<file path="src/design/jss_pkg.sv">
// Package of the job schedule block: sizes, policy and register codes,
// the job record carried through the cell ring, and the sequencer states.
`default_nettype none

package jss_pkg;

    localparam int MAX_JOBS = 32;
    localparam int IDX_W    = (MAX_JOBS > 1) ? $clog2(MAX_JOBS) : 1;
    localparam int CNT_W    = $clog2(MAX_JOBS + 1);

    localparam int ID_W   = 16;
    localparam int ARR_W  = 16;
    localparam int LEN_W  = 12;
    localparam int TICK_W = 18;
    localparam int SUM_W  = TICK_W + CNT_W;
    localparam int POL_W  = 3;

    localparam int S_DATA_W = 48;
    localparam int M_DATA_W = 128;
    localparam int PADDR_W  = 3;

    localparam logic [POL_W-1:0] POL_FIFO = 3'd0;
    localparam logic [POL_W-1:0] POL_SJF  = 3'd1;
    localparam logic [POL_W-1:0] POL_LJF  = 3'd2;
    localparam logic [POL_W-1:0] POL_SRTF = 3'd3;
    localparam logic [POL_W-1:0] POL_RR   = 3'd4;

    // Word index of the policy register (paddr bit 2).
    localparam logic REG_POLICY = 1'b0;

    typedef struct packed {
        logic [ID_W-1:0]   ident;
        logic [ARR_W-1:0]  arrival;
        logic [LEN_W-1:0]  length;
        logic [LEN_W-1:0]  progress;
        logic [TICK_W-1:0] start;
        logic [TICK_W-1:0] finish;
        logic              done;
        logic              started;
    } job_t;

    typedef struct packed {
        logic load;
        logic rotate;
        logic clear;
    } cell_cmd_t;

    typedef enum logic [2:0] {
        ST_LOAD,
        ST_INIT,
        ST_FIND,
        ST_DECIDE,
        ST_UPD,
        ST_DIV,
        ST_FINAL
    } state_t;

endpackage

`default_nettype wire

</file>
<file path="src/design/jss_cell.sv">
// One cell of the job ring: holds one job record, takes part in the sorted
// insertion while loading and passes its record to its neighbor when rotating.
// Depends on jss_pkg.
`default_nettype none

module jss_cell (
    input  wire logic               aclk,
    input  wire jss_pkg::cell_cmd_t cmd,
    input  wire jss_pkg::job_t      new_job,
    input  wire jss_pkg::job_t      left_job,
    input  wire jss_pkg::job_t      right_job,
    input  wire logic               left_gt,
    input  wire logic               valid,
    input  wire logic               at_count,
    output jss_pkg::job_t           job_q,
    output logic                    gt
);
    import jss_pkg::*;

    job_t job_reg;
    job_t job_next;

    // Stored jobs later than the new one move one place up, so equal
    // arrivals keep their loading order.
    assign gt    = valid && (job_reg.arrival > new_job.arrival);
    assign job_q = job_reg;

    always_comb begin
        job_next = job_reg;
        if (cmd.load) begin
            if (left_gt) begin
                job_next = left_job;
            end else if (gt || at_count) begin
                job_next = new_job;
            end
        end else if (cmd.rotate) begin
            job_next = right_job;
        end
        if (cmd.clear) begin
            job_next.done     = 1'b0;
            job_next.started  = 1'b0;
            job_next.progress = '0;
        end
    end

    always_ff @(posedge aclk) begin
        job_reg <= job_next;
    end

endmodule

`default_nettype wire

</file>
<file path="config.mk">
export PLATFORM = sky130hd
export DESIGN_NAME = jss_cell
export DESIGN_NICKNAME = d
export VERILOG_FILES = /design/src/design/jss_pkg.sv /design/src/design/jss_cell.sv
export SDC_FILE = /design/constraint.sdc
export NUM_CORES = 1
export LEC_CHECK = 0
export BUFFER_PORTS_ARGS = -buffer_cell sky130_fd_sc_hd__buf_2
export CAP_MARGIN = 10
export CORE_AREA = 2 2 149 151
export CTS_CLUSTER_SIZE = 28
export DETAILED_ROUTE_END_ITERATION = 10
export DIE_AREA = 0 0 151 153
export PLACE_DENSITY = 0.51
export SLEW_MARGIN = 20
export SYNTH_ARGS = -nofsm -noshare
export SYNTH_HDL_FRONTEND = slang
export SYNTH_SLANG_ARGS = --single-unit
</file>
<file path="constraint.sdc">
create_clock -name aclk -period 3.6 [get_ports aclk]
set_input_delay 0.54 -clock aclk [delete_from_list [all_inputs] [get_ports aclk]]
set_output_delay 0.54 -clock aclk [all_outputs]
set_load 0.05 [all_outputs]
</file>
# Yosys cells after proc, flatten, opt, wreduce, memory -nomap -nowiden
# Cells that the tools add are included.
[word_totals]
out_inout_bits = 95
word_cells = 18
reg_bits = 94
inputBits = 289
[classes]
order_cmp = 1
n_eq_ne = 1
n_reduce_logical = 4
n_mux = 4
[op_table]
columns = ["cell", "n"]
rows = [
  ["2-to-1 mux 94 bit", 4],
  ["> comparator 16 bit", 1],
  ["!= test 3 x 1 -> 1 bit (second input constant)", 1],
  ["AND reduction 2 bit", 1],
  ["nonzero test 2 bit", 1],
  ["logical AND 1 bit", 1],
  ["logical OR 1 bit", 1],
]

# Depth between registers and ports, before layout
[depth]
depth_word = 6
ltp_mapped = 10

# Least setup slack after synthesis
# No wires, ideal clock.
[synth_timing]
kind = "flip-flop to output port"
startpoint = "reg job_reg, in the netlist job_q[77]"
endpoint = "out gt"
t_required_ps = 3060
slack_ps = 571
arrival_time_ps = 2489
stages_incl_launch_ff = 5
path_buffers = 0
cell_sequence = "edfxtp_1 ha_1 nand4_4 or3_4 a31oi_1"
[synth_between]
elab_chain_len = 2
[synth_rtl]
columns = ["item", "line_no", "rtl"]
rows = [
  ["start: declaration", "jss_cell.sv:20", "job_t job_reg;"],
  ["start signal: assignment", "jss_cell.sv:47", "job_reg <= job_next;"],
  ["> comparator 16 bit", "jss_cell.sv:25", "assign gt = valid && (job_reg.arrival > new_job.arrival);"],
  ["logical AND 1 bit", "jss_cell.sv:25", ""],
  ["end: declaration", "jss_cell.sv:16", "output logic gt"],
]
# No other way between the ends.

# Final worst setup path
# Same ends and word-level chain as after synthesis.

==> flow_metrics.py <==
metrics = {
    "cts": {
        "htree_num_levels": 3,
        "root_buffer": "clkbuf_16",
        "cts_tree": "yes",
        "cts_setup_buffers": 0,
        "clock_path_buffers": 2,
        "cts_num_sinks": 94,
        "cts_buffers": 9,
        "clock_latency_ns": 0.34,
        "cts.clk_slew.worst_paths_ns": 0.07,
        "cts_hold_buf": 0,
        "cts-resized-gates": 0,
    },
    "yosys": {
        "yosys.area.top_type": "edfxtp_1",
        "synth_xor_xnor_area_share_pct": 0,
        "synth_nets": 828,
        "synthAdderAreaFrac_pct": 3.68,
        "synth_area_um2": 5440,
        "syn_inst": 523,
        "synth_compound_area_share_pct": 14.3,
        "yosys_warnings": 0,
        "avgSynthCellArea_um2": 10.4,
        "yosys.area_share.simple_pct": 11.0,
        "muxShareOfSynthArea_pct": 17.3,
        "synth_seq_cells": 94,
        "synth-seq-area-share_pct": 49.3,
        "synthTopCellsByArea": "edfxtp_1 (44%), mux2i_1 (17%), a21oi_1 (7.9%), nor2_1 (6.7%), dfxtp_1 (5.2%)",
        "synth_cell_types": 33,
        "synth_top_family_by_area": "multiplexers",
        "synth_top_cell_area_share_pct": 44.2,
    },
    "placement": {
        "gp_congestion": 0.770,
        "dp_cells": 1155,
        "dp_hpwl_mm": 14.4,
        "port_buffers": 383,
    },
    "sta": {
        "hold_viol": 0,
        "drv_slew": 0,
        "tns_ns": 0,
        "skew_ns": 0.0107,
        "tightest_slew_ns": 0.891,
        "rsz0062_at_grt": "no",
        "layout_min_cycle_time_ns": 2.73,
        "setup_viol": 0,
        "maxSlewHeadroom_pct": 40.6,
        "post-route-period-util_pct": 75.9,
        "fmax_mhz": 366,
    },
    "grt": {
        "antenna_found_initial": 2,
        "grt_pass1_vias": 4904,
        "grt_max_degree": 93,
        "grt_pass1_wl_mm": 26.2,
        "gr-usage-all-layers_pct": 14.9,
        "grt.overflow.total": 0,
    },
    "hold_path": {
        "min_from": "job_q[45]$_SDFFE_PP0P_",
        "min_path_type": "reg -> reg",
        "whs_endpoint": "job_q[45]$_SDFFE_PP0P_",
        "whs_path_depth": 2,
    },
    "setup_path": {
        "r2r_slack_ns": 0.99,
        "worstPathArrival_ns": 2.19,
        "critPathCaptureType": "output port",
        "worstSetupStartpointType": "register",
        "rr_worst_depth": 6,
        "cp_max_fo": 5,
        "rr_startpoint": "job_q[77]$_DFFE_PP_",
        "path_class": "reg -> out",
        "critPathRequiredTime_ns": 3.06,
        "critPathLaunch": "job_q[77]$_DFFE_PP_",
        "reg2reg_to": "job_q[27]$_DFFE_PP_",
    },
    "floorplanning": {
        "rows": 54,
        "dieWidth_um": 151,
        "pin_count": 384,
        "core_um2": 21500,
        "start_util_pct": 25.3,
        "die_area_um2": 23100,
        "die_height_um": 153,
    },
    "drt": {
        "routed_wl_mm": 17.8,
        "final_antenna_net_count": 0,
        "post_drt_wl_per_cell_um": 15.2,
        "drc_errors": 0,
        "drt_iter0_markers": 226,
        "vias": 5135,
        "first_pass_iters": 4,
        "via_per_inst": 4.38,
    },
    "final_layout": {
        "final-seq-area_um2": 2680,
        "largest_reg_flops": 94,
        "area.growth.synth_to_final_pct": 45.3,
        "final_net_count": 1191,
        "drive_above_1_share_pct": 47.3,
        "finalNonFillerCells": 1173,
        "multi_input_area_um2": 2520,
        "fillers": 2250,
    },
    "run_status": {
        "status": "finished clean",
    },
    "power_and_ir_drop": {
        "power.density_nw_per_um2": 417,
        "total_power_mw": 3.30,
        "ir_drop_mv": 0.201,
        "p_leak_nw": 3.83,
    },
    "job": {
        "drv_cap": 0,
    },
}
cell families (layout without fill, tap and decap cells):
group / count (synthesis) / after routing
other cells: 0 / 2
fa+ha+maj: 16 / 16
mux: 94 / 94
compound gates: 136 / 136
flops: 94 / 94
buf+inv: 55 / 423
simple gates: 128 / 128
layout make-up:
class	count	share of cell area, %
clock inverters	6	0.570
well taps	280	4.43
repair buffers	391	25.4
multi-input cells	374	31.9
clock buffers	10	2.90
inverters	16	0.760
diodes	2	0.0633
flip-flops and latches	94	34.0
where the power goes:
part / total (mW) / switching (mW) / leakage [nW] / internal, mW
Sequential: 1.36 / 0.0359 / 0.908 / 1.32
Combinational: 1.05 / 0.723 / 2.79 / 0.330
Clock: 0.887 / 0.415 / 0.127 / 0.472
worst max path at each step:
stage / endpoint / slack [ns] / cells past startpoint
final: gt / 0.87 / 6
after CTS: gt / 0.80 / 6
after detailed placement: job_q[20]$_DFFE_PP_ / 0.68 / 9
after floorplan: gt / 0.57 / 4
after global placement: job_q[20]$_DFFE_PP_ / 0.74 / 8
after global routing: gt / 0.72 / 6
critical path, cell delays in order, from the launching register on:
cell      delay (ns)
edfxtp_1        0.40
ha_1            0.38
nand4_4         0.17
nor3_1          0.37
nor4_4          0.10
a31oi_1         0.14
buf_2           0.29
Yosys cell counts:
cell type	instances
o21ai_0	19
nor4_4	2
nand2b_1	14
a211oi_1	14
a41o_1	1
nor3_1	1
dfxtp_1	14
inv_1	16
clkbuf_1	19
buf_2	10
o21ai_1	1
nand4_4	1
o211ai_1	1
nor2_1	97
mux2i_1	94
nand2_1	7
a21o_1	2
buf_6	1
a2111o_1	1
and4_1	1
a21oi_1	86
a31oi_2	1
buf_1	8
nand4_2	1
edfxtp_1	80
ha_1	16
buf_8	1
o21ai_2	9
nor2b_1	1
or3_4	1
nand4_1	1
a31oi_1	1
or2_1	1
layer usage:
layer | vias up | wire length (um) | track usage (%)
li1 | 2638 | - | -
met1 | 2267 | 7130 | 17.3
met2 | 214 | 8850 | 25.9
met3 | 16 | 1650 | 5.25
met4 | 0 | 210 | 3.78
met5 | - | 0 | 0
layout by cell type, fill, tap and decap left out, types with 7 or more instances in the layout:
| master | synthesis | routed |
|---|---|---|
| mux2i_1 | 94 | 94 |
| nor2_1 | 97 | 97 |
| a211oi_1 | 14 | 14 |
| ha_1 | 16 | 16 |
| edfxtp_1 | 80 | 80 |
| inv_1 | 16 | 16 |
| buf_2 | 10 | 381 |
| a21oi_1 | 86 | 86 |
| dfxtp_1 | 14 | 14 |
| nand2b_1 | 14 | 14 |
| buf_4 | 0 | 7 |
| o21ai_2 | 9 | 9 |
| o21ai_0 | 19 | 19 |
| nand2_1 | 7 | 7 |
| clkbuf_16 | 0 | 9 |
per-stage QoR:
stage          hold slack, ns  worst slack, ns  util, %  area (um2)
2_1_floorplan           0.691            0.571        -        5440
3_3_place_gp            0.455            0.737     35.5        7620
3_5_place_dp            0.460            0.685     35.5        7620
4_1_cts                 0.476            0.802     36.8        7900
5_1_grt                 0.503            0.720     36.8        7900
6_report                0.473            0.869     36.8        7900
Power figures use the tool's default switching activity.
