===== config.mk =====
export PLATFORM = sky130hd
export DESIGN_NAME = jss_div
export DESIGN_NICKNAME = d
export VERILOG_FILES = /design/src/design/jss_pkg.sv /design/src/design/jss_div.sv
export SDC_FILE = /design/constraint.sdc
export NUM_CORES = 1
export LEC_CHECK = 0
export BUFFER_PORTS_ARGS = -buffer_cell sky130_fd_sc_hd__clkbuf_2
export CAP_MARGIN = 20
export CORE_UTILIZATION = 58
export CTS_BUF_LIST = sky130_fd_sc_hd__clkbuf_8
export CTS_CLUSTER_SIZE = 28
export DETAILED_ROUTE_END_ITERATION = 16
export GPL_ROUTABILITY_DRIVEN = 0
export PLACE_DENSITY = 0.86
export SLEW_MARGIN = 20
export SYNTH_ARGS = -nofsm -noshare
export SYNTH_HDL_FRONTEND = slang
export SYNTH_SLANG_ARGS = --single-unit
export TNS_END_PERCENT = 5

===== constraint.sdc =====
create_clock -name aclk -period 6.08 [get_ports aclk]
set_input_delay 0.304 -clock aclk [delete_from_list [all_inputs] [get_ports aclk]]
set_output_delay 0.304 -clock aclk [all_outputs]
set_load 0.01 [all_outputs]

===== src/design/jss_pkg.sv =====
// Package of the job schedule block: sizes, policy and register codes,
// the job record carried through the cell ring, and the sequencer states.
`default_nettype none

package jss_pkg;

    localparam int MAX_JOBS = 32;
    localparam int IDX_W    = (MAX_JOBS > 1) ? $clog2(MAX_JOBS) : 1;
    localparam int CNT_W    = $clog2(MAX_JOBS + 1);

    localparam int ID_W   = 16;
    localparam int ARR_W  = 16;
    localparam int LEN_W  = 12;
    localparam int TICK_W = 18;
    localparam int SUM_W  = TICK_W + CNT_W;
    localparam int POL_W  = 3;

    localparam int S_DATA_W = 48;
    localparam int M_DATA_W = 128;
    localparam int PADDR_W  = 3;

    localparam logic [POL_W-1:0] POL_FIFO = 3'd0;
    localparam logic [POL_W-1:0] POL_SJF  = 3'd1;
    localparam logic [POL_W-1:0] POL_LJF  = 3'd2;
    localparam logic [POL_W-1:0] POL_SRTF = 3'd3;
    localparam logic [POL_W-1:0] POL_RR   = 3'd4;

    // Word index of the policy register (paddr bit 2).
    localparam logic REG_POLICY = 1'b0;

    typedef struct packed {
        logic [ID_W-1:0]   ident;
        logic [ARR_W-1:0]  arrival;
        logic [LEN_W-1:0]  length;
        logic [LEN_W-1:0]  progress;
        logic [TICK_W-1:0] start;
        logic [TICK_W-1:0] finish;
        logic              done;
        logic              started;
    } job_t;

    typedef struct packed {
        logic load;
        logic rotate;
        logic clear;
    } cell_cmd_t;

    typedef enum logic [2:0] {
        ST_LOAD,
        ST_INIT,
        ST_FIND,
        ST_DECIDE,
        ST_UPD,
        ST_DIV,
        ST_FINAL
    } state_t;

endpackage

`default_nettype wire


===== src/design/jss_div.sv =====
// Restoring divider for the two schedule averages: one quotient bit of each
// sum per cycle against the shared job count. Depends on jss_pkg.
`default_nettype none

module jss_div (
    input  wire logic                      aclk,
    input  wire logic                      aresetn,
    input  wire logic                      start,
    input  wire logic [jss_pkg::SUM_W-1:0] num_a,
    input  wire logic [jss_pkg::SUM_W-1:0] num_b,
    input  wire logic [jss_pkg::CNT_W-1:0] den,
    output logic                           done,
    output logic [jss_pkg::SUM_W-1:0]      quo_a,
    output logic [jss_pkg::SUM_W-1:0]      quo_b
);
    import jss_pkg::*;

    localparam int ITER_W = $clog2(SUM_W + 1);

    logic              busy_reg;
    logic              done_reg;
    logic [ITER_W-1:0] iter_reg;
    logic [SUM_W-1:0]  na_reg;
    logic [SUM_W-1:0]  nb_reg;
    logic [CNT_W:0]    ra_reg;
    logic [CNT_W:0]    rb_reg;
    logic [CNT_W-1:0]  den_reg;

    logic [CNT_W:0] sh_a;
    logic [CNT_W:0] sh_b;
    logic           qa;
    logic           qb;
    logic [CNT_W:0] ra_next;
    logic [CNT_W:0] rb_next;

    always_comb begin
        sh_a    = {ra_reg[CNT_W-1:0], na_reg[SUM_W-1]};
        sh_b    = {rb_reg[CNT_W-1:0], nb_reg[SUM_W-1]};
        qa      = (sh_a >= {1'b0, den_reg});
        qb      = (sh_b >= {1'b0, den_reg});
        ra_next = qa ? (sh_a - {1'b0, den_reg}) : sh_a;
        rb_next = qb ? (sh_b - {1'b0, den_reg}) : sh_b;
    end

    always_ff @(posedge aclk) begin
        if (!aresetn) begin
            busy_reg <= 1'b0;
            done_reg <= 1'b0;
            iter_reg <= '0;
        end else begin
            done_reg <= 1'b0;
            if (start) begin
                busy_reg <= 1'b1;
                iter_reg <= '0;
            end else if (busy_reg) begin
                iter_reg <= iter_reg + 1'b1;
                if (iter_reg == ITER_W'(SUM_W - 1)) begin
                    busy_reg <= 1'b0;
                    done_reg <= 1'b1;
                end
            end
        end
    end

    // The dividend registers fill up with quotient bits from the bottom.
    always_ff @(posedge aclk) begin
        if (start) begin
            na_reg  <= num_a;
            nb_reg  <= num_b;
            ra_reg  <= '0;
            rb_reg  <= '0;
            den_reg <= den;
        end else if (busy_reg) begin
            na_reg <= {na_reg[SUM_W-2:0], qa};
            nb_reg <= {nb_reg[SUM_W-2:0], qb};
            ra_reg <= ra_next;
            rb_reg <= rb_next;
        end
    end

    assign done  = done_reg;
    assign quo_a = na_reg;
    assign quo_b = nb_reg;

endmodule

`default_nettype wire


==> Word level (Yosys, flattened, before mapping) <==
Index checks and enable logic that the tools add are counted.
{ "word_totals": {"reg_bits": 73, "output_inout_bits": 49, "input_bits": 57} }
{ "op_classes": {"eq_ne": 1, "n_addsub": 3, "n_reduce_logical": 3, "muxes": 10, "magnitude_cmp": 2, "bitwise": 2} }
{ "op_table": {"columns": ["op", "n"], "rows": [
  ["$mux W24", 4],
  ["$ge A7 B6 Y1", 2],
  ["$mux W6", 2],
  ["$sub A6 B6 Y6", 2],
  ["$add A5 B1 Y5 const B", 1],
  ["$eq A5 B5 Y1 const B", 1],
  ["$mux W1", 4],
  ["$reduce_or A3 Y1", 1],
  ["$not A1 Y1", 2],
  ["$reduce_bool A2 Y1", 1],
  ["$reduce_or A2 Y1", 1]
]} }

==> Depth between registers and ports, before layout <==
{ "depth": {"depth_word": 4, "depth_mapped": 8, "ltp_nobuf": 8} }

==> Least setup slack after synthesis <==
Ideal clock, no wire load.
{ "synth_path": {"path_kind": "register to register", "from": "reg den_reg[4]", "to": "reg na_reg[0] (netlist: quo_a[0]) (data pin)", "setup_time_ns": 0.260, "arrival_ns": 1.689, "t_required_ns": 5.820, "stages_incl_launch_ff": 8, "synth_period_minus_slack_ns": 1.949, "n_path_buf": 1, "slack_ns": 4.131, "cell_sequence": "edfxtp_1 inv_1 ha_1 a21o_1 a211o_1 a41o_1 buf_6 mux2_2"} }
{ "synth_via": {"elab_chain_cells": 3} }
{ "synth_rtl": {"columns": ["item", "line", "text"], "rows": [
  ["start: declaration", "jss_div.sv:27", "logic [CNT_W-1:0] den_reg;"],
  ["start signal: assignment", "jss_div.sv:72", "den_reg <= den;"],
  ["$ge A7 B6 Y1", "jss_div.sv:39", "qa = (sh_a >= {1'b0, den_reg});"],
  ["$mux W24", "jss_div.sv:73", "end else if (busy_reg) begin"],
  ["$mux W24", "jss_div.sv:67", "if (start) begin"],
  ["end signal: assignment", "jss_div.sv:68", "na_reg <= num_a;"],
  ["end signal: assignment", "jss_div.sv:74", "na_reg <= {na_reg[SUM_W-2:0], qa};"],
  ["end: declaration", "jss_div.sv:23", "logic [SUM_W-1:0] na_reg;"]
]} }
No other way between the ends. The select of a mux whose other input is x is not followed.
A chain may end at the register's enable or synchronous reset.

==> Worst setup path in the final report <==
{ "layout_path": {"from": "reg den_reg[0]", "to": "reg rb_reg[4]"} }
{ "layout_via": {"elab_chain_cells": 2, "word_cells_on_any_way": 3, "cone_classes": "1 x add/sub; 1 x order compare; 1 x mux"} }
{ "layout_rtl": {"columns": ["item", "line", "text"], "rows": [
  ["$sub A6 B6 Y6 or $ge A7 B6 Y1 (tied branches)", "jss_div.sv:42, jss_div.sv:40", null],
  ["$mux W6 *", "jss_div.sv:42", "rb_next = qb ? (sh_b - {1'b0, den_reg}) : sh_b;"],
  ["end signal: assignment", "jss_div.sv:77", "rb_reg <= rb_next;"],
  ["end: declaration", "jss_div.sv:26", "logic [CNT_W:0] rb_reg;"]
]} }
Every way passes the cells marked *; elsewhere a longest branch is shown, timed or not.

==> flow_summary_export.csv <==
group,metric,value,unit
grt,grt_max_degree,78,
finish,layout_common_cells,"clkbuf_2 (105), edfxtp_1 (54), mux2_2 (48)",
worst_setup_path,cp_num_buf_inv,0,
worst_setup_path,crit_path_top_delay_cell,"edfxtp_1",
clock_tree,cts_max_level,3,
routing,antenna_left,0,
logic_synthesis,synth_cell_type_count,47,
routing,wl_met1,3140,um
routing,drtPass1Iterations,4,
worst_setup_path,crit_chain,"ha_1, fa_1, nand2b_1, a21oi_1, xor2_1, mux2i_1, a211oi_1",
finish,final_common_cell,"clkbuf_2",
grt,grt_pass1_vias,2574,
worst_setup_path,worstSetupEndpointType,"register",
power_and_ir_drop,p_total,1.29,mW
routing,vias_per_cell,5.45,
run,cap_violations,0,
floorplanning,die_height,81.2,um
timing,setup_ws,3940,ps
routing,drtIter0Drc,110,
worst_setup_path,required,6330,ps
timing,finalSetupTns,0,ps
routing,dr.max_layer_used,"met4",
timing,finClkSkew,11.0,ps
worst_setup_path,slowest_delay,460,ps
clock_tree,cts_root_buf,"clkbuf_8",
logic_synthesis,yosysSeqAreaShare,55.0,%
timing,worstMarginPinSlew,1080,ps
clock_tree,clk_pin_slew,80,ps
timing,fin_hold_ws,139,ps
timing,hold_viol,0,
logic_synthesis,syn_area,0.00364,mm^2
worst_hold_path,hp-class,"input pin to register",
timing,fmax,467,MHz
floorplanning,rows,28,
worst_setup_path,crit_cells,7,
worst_setup_path,r2r_end,"rb_reg[4]$_SDFFE_PP0P_",
clock_tree,cts_tree,"done",
grt,grt-ovfl-total,0,
floorplanning,dieArea,0.00660,mm^2
grt,grt_use_total,24.3,%
timing,finalMaxSlewViolations,0,
floorplanning,io_pins,106,
worst_setup_path,startpoint_type,"register",
placement,dp_slack,3620,ps
routing,wl_per_cell,15.9,um
clock_tree,postCtsSetupRepairBufs,0,
logic_synthesis,synth_nets,356,
grt,grt_pass1_wl,11800,um
logic_synthesis,synthFlopType,"edfxtp_1",
worst_setup_path,crit_end,"rb_reg[4]$_SDFFE_PP0P_",
clock_tree,cts_made_buffers,9,
timing,finalCritPeriodShare,35.2,%
finish,syn_to_final_growth,21.3,%
worst_setup_path,r2r_start,"den_reg[0]$_DFFE_PP_",
routing,wl_met2,3770,um
routing,met3_length,387,um
power_and_ir_drop,power_leakage,1.90,nW
placement,place_hpwl,5030,um
logic_synthesis,ys_warn_count,0,
routing,drcViolationCount,0,
status,status,"complete, no violations",
timing,max_slew_margin,27.9,%
finish,stdcell_count,466,
power_and_ir_drop,p_per_area,292,mW/mm^2
grt,antenna_found_initial,0,
worst_setup_path,crit_family,"adder cells",
worst_setup_path,critPathMaxFanout,4,
worst_setup_path,setup.worst_path.class,"register to register",
routing,routed_wl,7430,um
power_and_ir_drop,power_frac_seq,48.4,%
clock_tree,cts_buffer_depth,2,
logic_synthesis,synth_seq_cells,73,
worst_setup_path,r2r_slack,3940,ps
timing,fin_crit,2140,ps
logic_synthesis,postSynth.asyncResetShare,0,%
clock_tree,hold_buffers,0,
clock_tree,cts_resized,0,
clock_tree,clkSinkCount,73,
routing,routed-via-count,2542,
finish,fin_nets,460,
power_and_ir_drop,power.internal,942,uW
finish,drive_above_1_share,44.0,%
finish,diodes,0,
placement,portBuffers,105,
logic_synthesis,synth_cells,282,
logic_synthesis,synth_area_per_cell,12.9,um^2
worst_setup_path,ff2ff_path_depth,7,
placement,placedInstanceArea,0.00421,mm^2
timing,setup_violations,0,
power_and_ir_drop,peakVddDrop,0.000174,V
placement,placed_cells,450,
power_and_ir_drop,p_sw_share,26.9,%
finish,final_core_util,73.7,%
worst_setup_path,arrival,2390,ps
power_and_ir_drop,pwr-share-clk,31.1,%
floorplanning,core_area,0.00599,mm^2
power_and_ir_drop,pwr-share-comb,20.4,%
clock_tree,clkLatencyLatePin,340,ps
finish,stdcell_area,0.00441,mm^2
timing,rsz0062_at_grt,"no",
worst_setup_path,startpoint,"den_reg[0]$_DFFE_PP_",
floorplanning,start_util,60.8,%
power_and_ir_drop,switchingPower,346,uW
floorplanning,fp.dieW,81.2,um
logic_synthesis,synth_edf_count,54,
## routing by layer
| layer | up-vias | global-route usage, % |
|---|---|---|
| li1 | 1248 | - |
| met1 | 1203 | 29.8 |
| met2 | 77 | 40.5 |
| met3 | 14 | 6.63 |
| met4 | 0 | 9.82 |
| met5 | - | 0 |
## final cells by class
class,instances,area (um^2)
Sequential cell,73,2000
Fill cell,409,1580
Multi-Input combinational cell,182,1530
Timing Repair Buffer,107,541
Clock buffer,9,124
Tap cell,75,93.8
Clock inverter,7,80.1
Inverter,13,48.8
## cells by family after synthesis
| group | Yosys count | share of synthesized area [%] |
|---|---|---|
| AOI/OAI and AO/OA | 38 | 7.84 |
| and+or+nand+nor | 61 | 8.35 |
| xor gates and xnor gates | 10 | 2.41 |
| buffers and inverters | 27 | 3.09 |
| adders and majority gates | 17 | 6.26 |
| DFF | 73 | 55.0 |
| muxes | 56 | 17.1 |
## worst register-to-register path, cell delays in order, from the launching register on
cell,delay [ps]
edfxtp_1,460
ha_1,240
fa_1,410
nand2b_1,160
a21oi_1,220
xor2_1,210
mux2i_1,100
a211oi_1,240
## cell usage after synthesis, drive strengths merged, types with 3 or more instances
cell type | instances | area share [%]
xnor2 | 3 | 0.72
nor2b | 3 | 0.52
o311ai | 3 | 0.72
edfxtp | 54 | 45
nor3b | 4 | 0.83
nand2b | 5 | 0.86
nor2 | 25 | 2.6
clkbuf | 10 | 1.1
a211oi | 7 | 1.6
o21ai | 7 | 1.1
mux2 | 48 | 15
nand2 | 12 | 1.2
ha | 15 | 5.2
xor2 | 7 | 1.7
a21oi | 9 | 1.2
buf | 4 | 0.69
mux2i | 8 | 2.2
dfxtp | 19 | 10
inv | 13 | 1.3
## power by group through the flow
stage / clock, mW / combinational, mW / sequential, mW
global placement: 0 / 0.249 / 0.633
global route: 0.427 / 0.289 / 0.630
floorplan: 0 / 0.164 / 0.644
CTS: 0.404 / 0.263 / 0.624
finish: 0.401 / 0.264 / 0.624
detailed placement: 0 / 0.259 / 0.633
## how the worst min path moves through the flow
stage	slack, ps	depth (start not counted)	startpoint	end
after floorplan	400	0	den[0]	den_reg[0]$_DFFE_PP_
after global placement	480	2	iter_reg[4]$_SDFFE_PP0P_	done$_SDFF_PP0_
after detailed placement	480	2	iter_reg[4]$_SDFFE_PP0P_	done$_SDFF_PP0_
after CTS	130	1	den[0]	den_reg[0]$_DFFE_PP_
after global routing	130	1	den[4]	den_reg[4]$_DFFE_PP_
final	140	1	den[0]	den_reg[0]$_DFFE_PP_
Power figures use the tool's default switching activity.
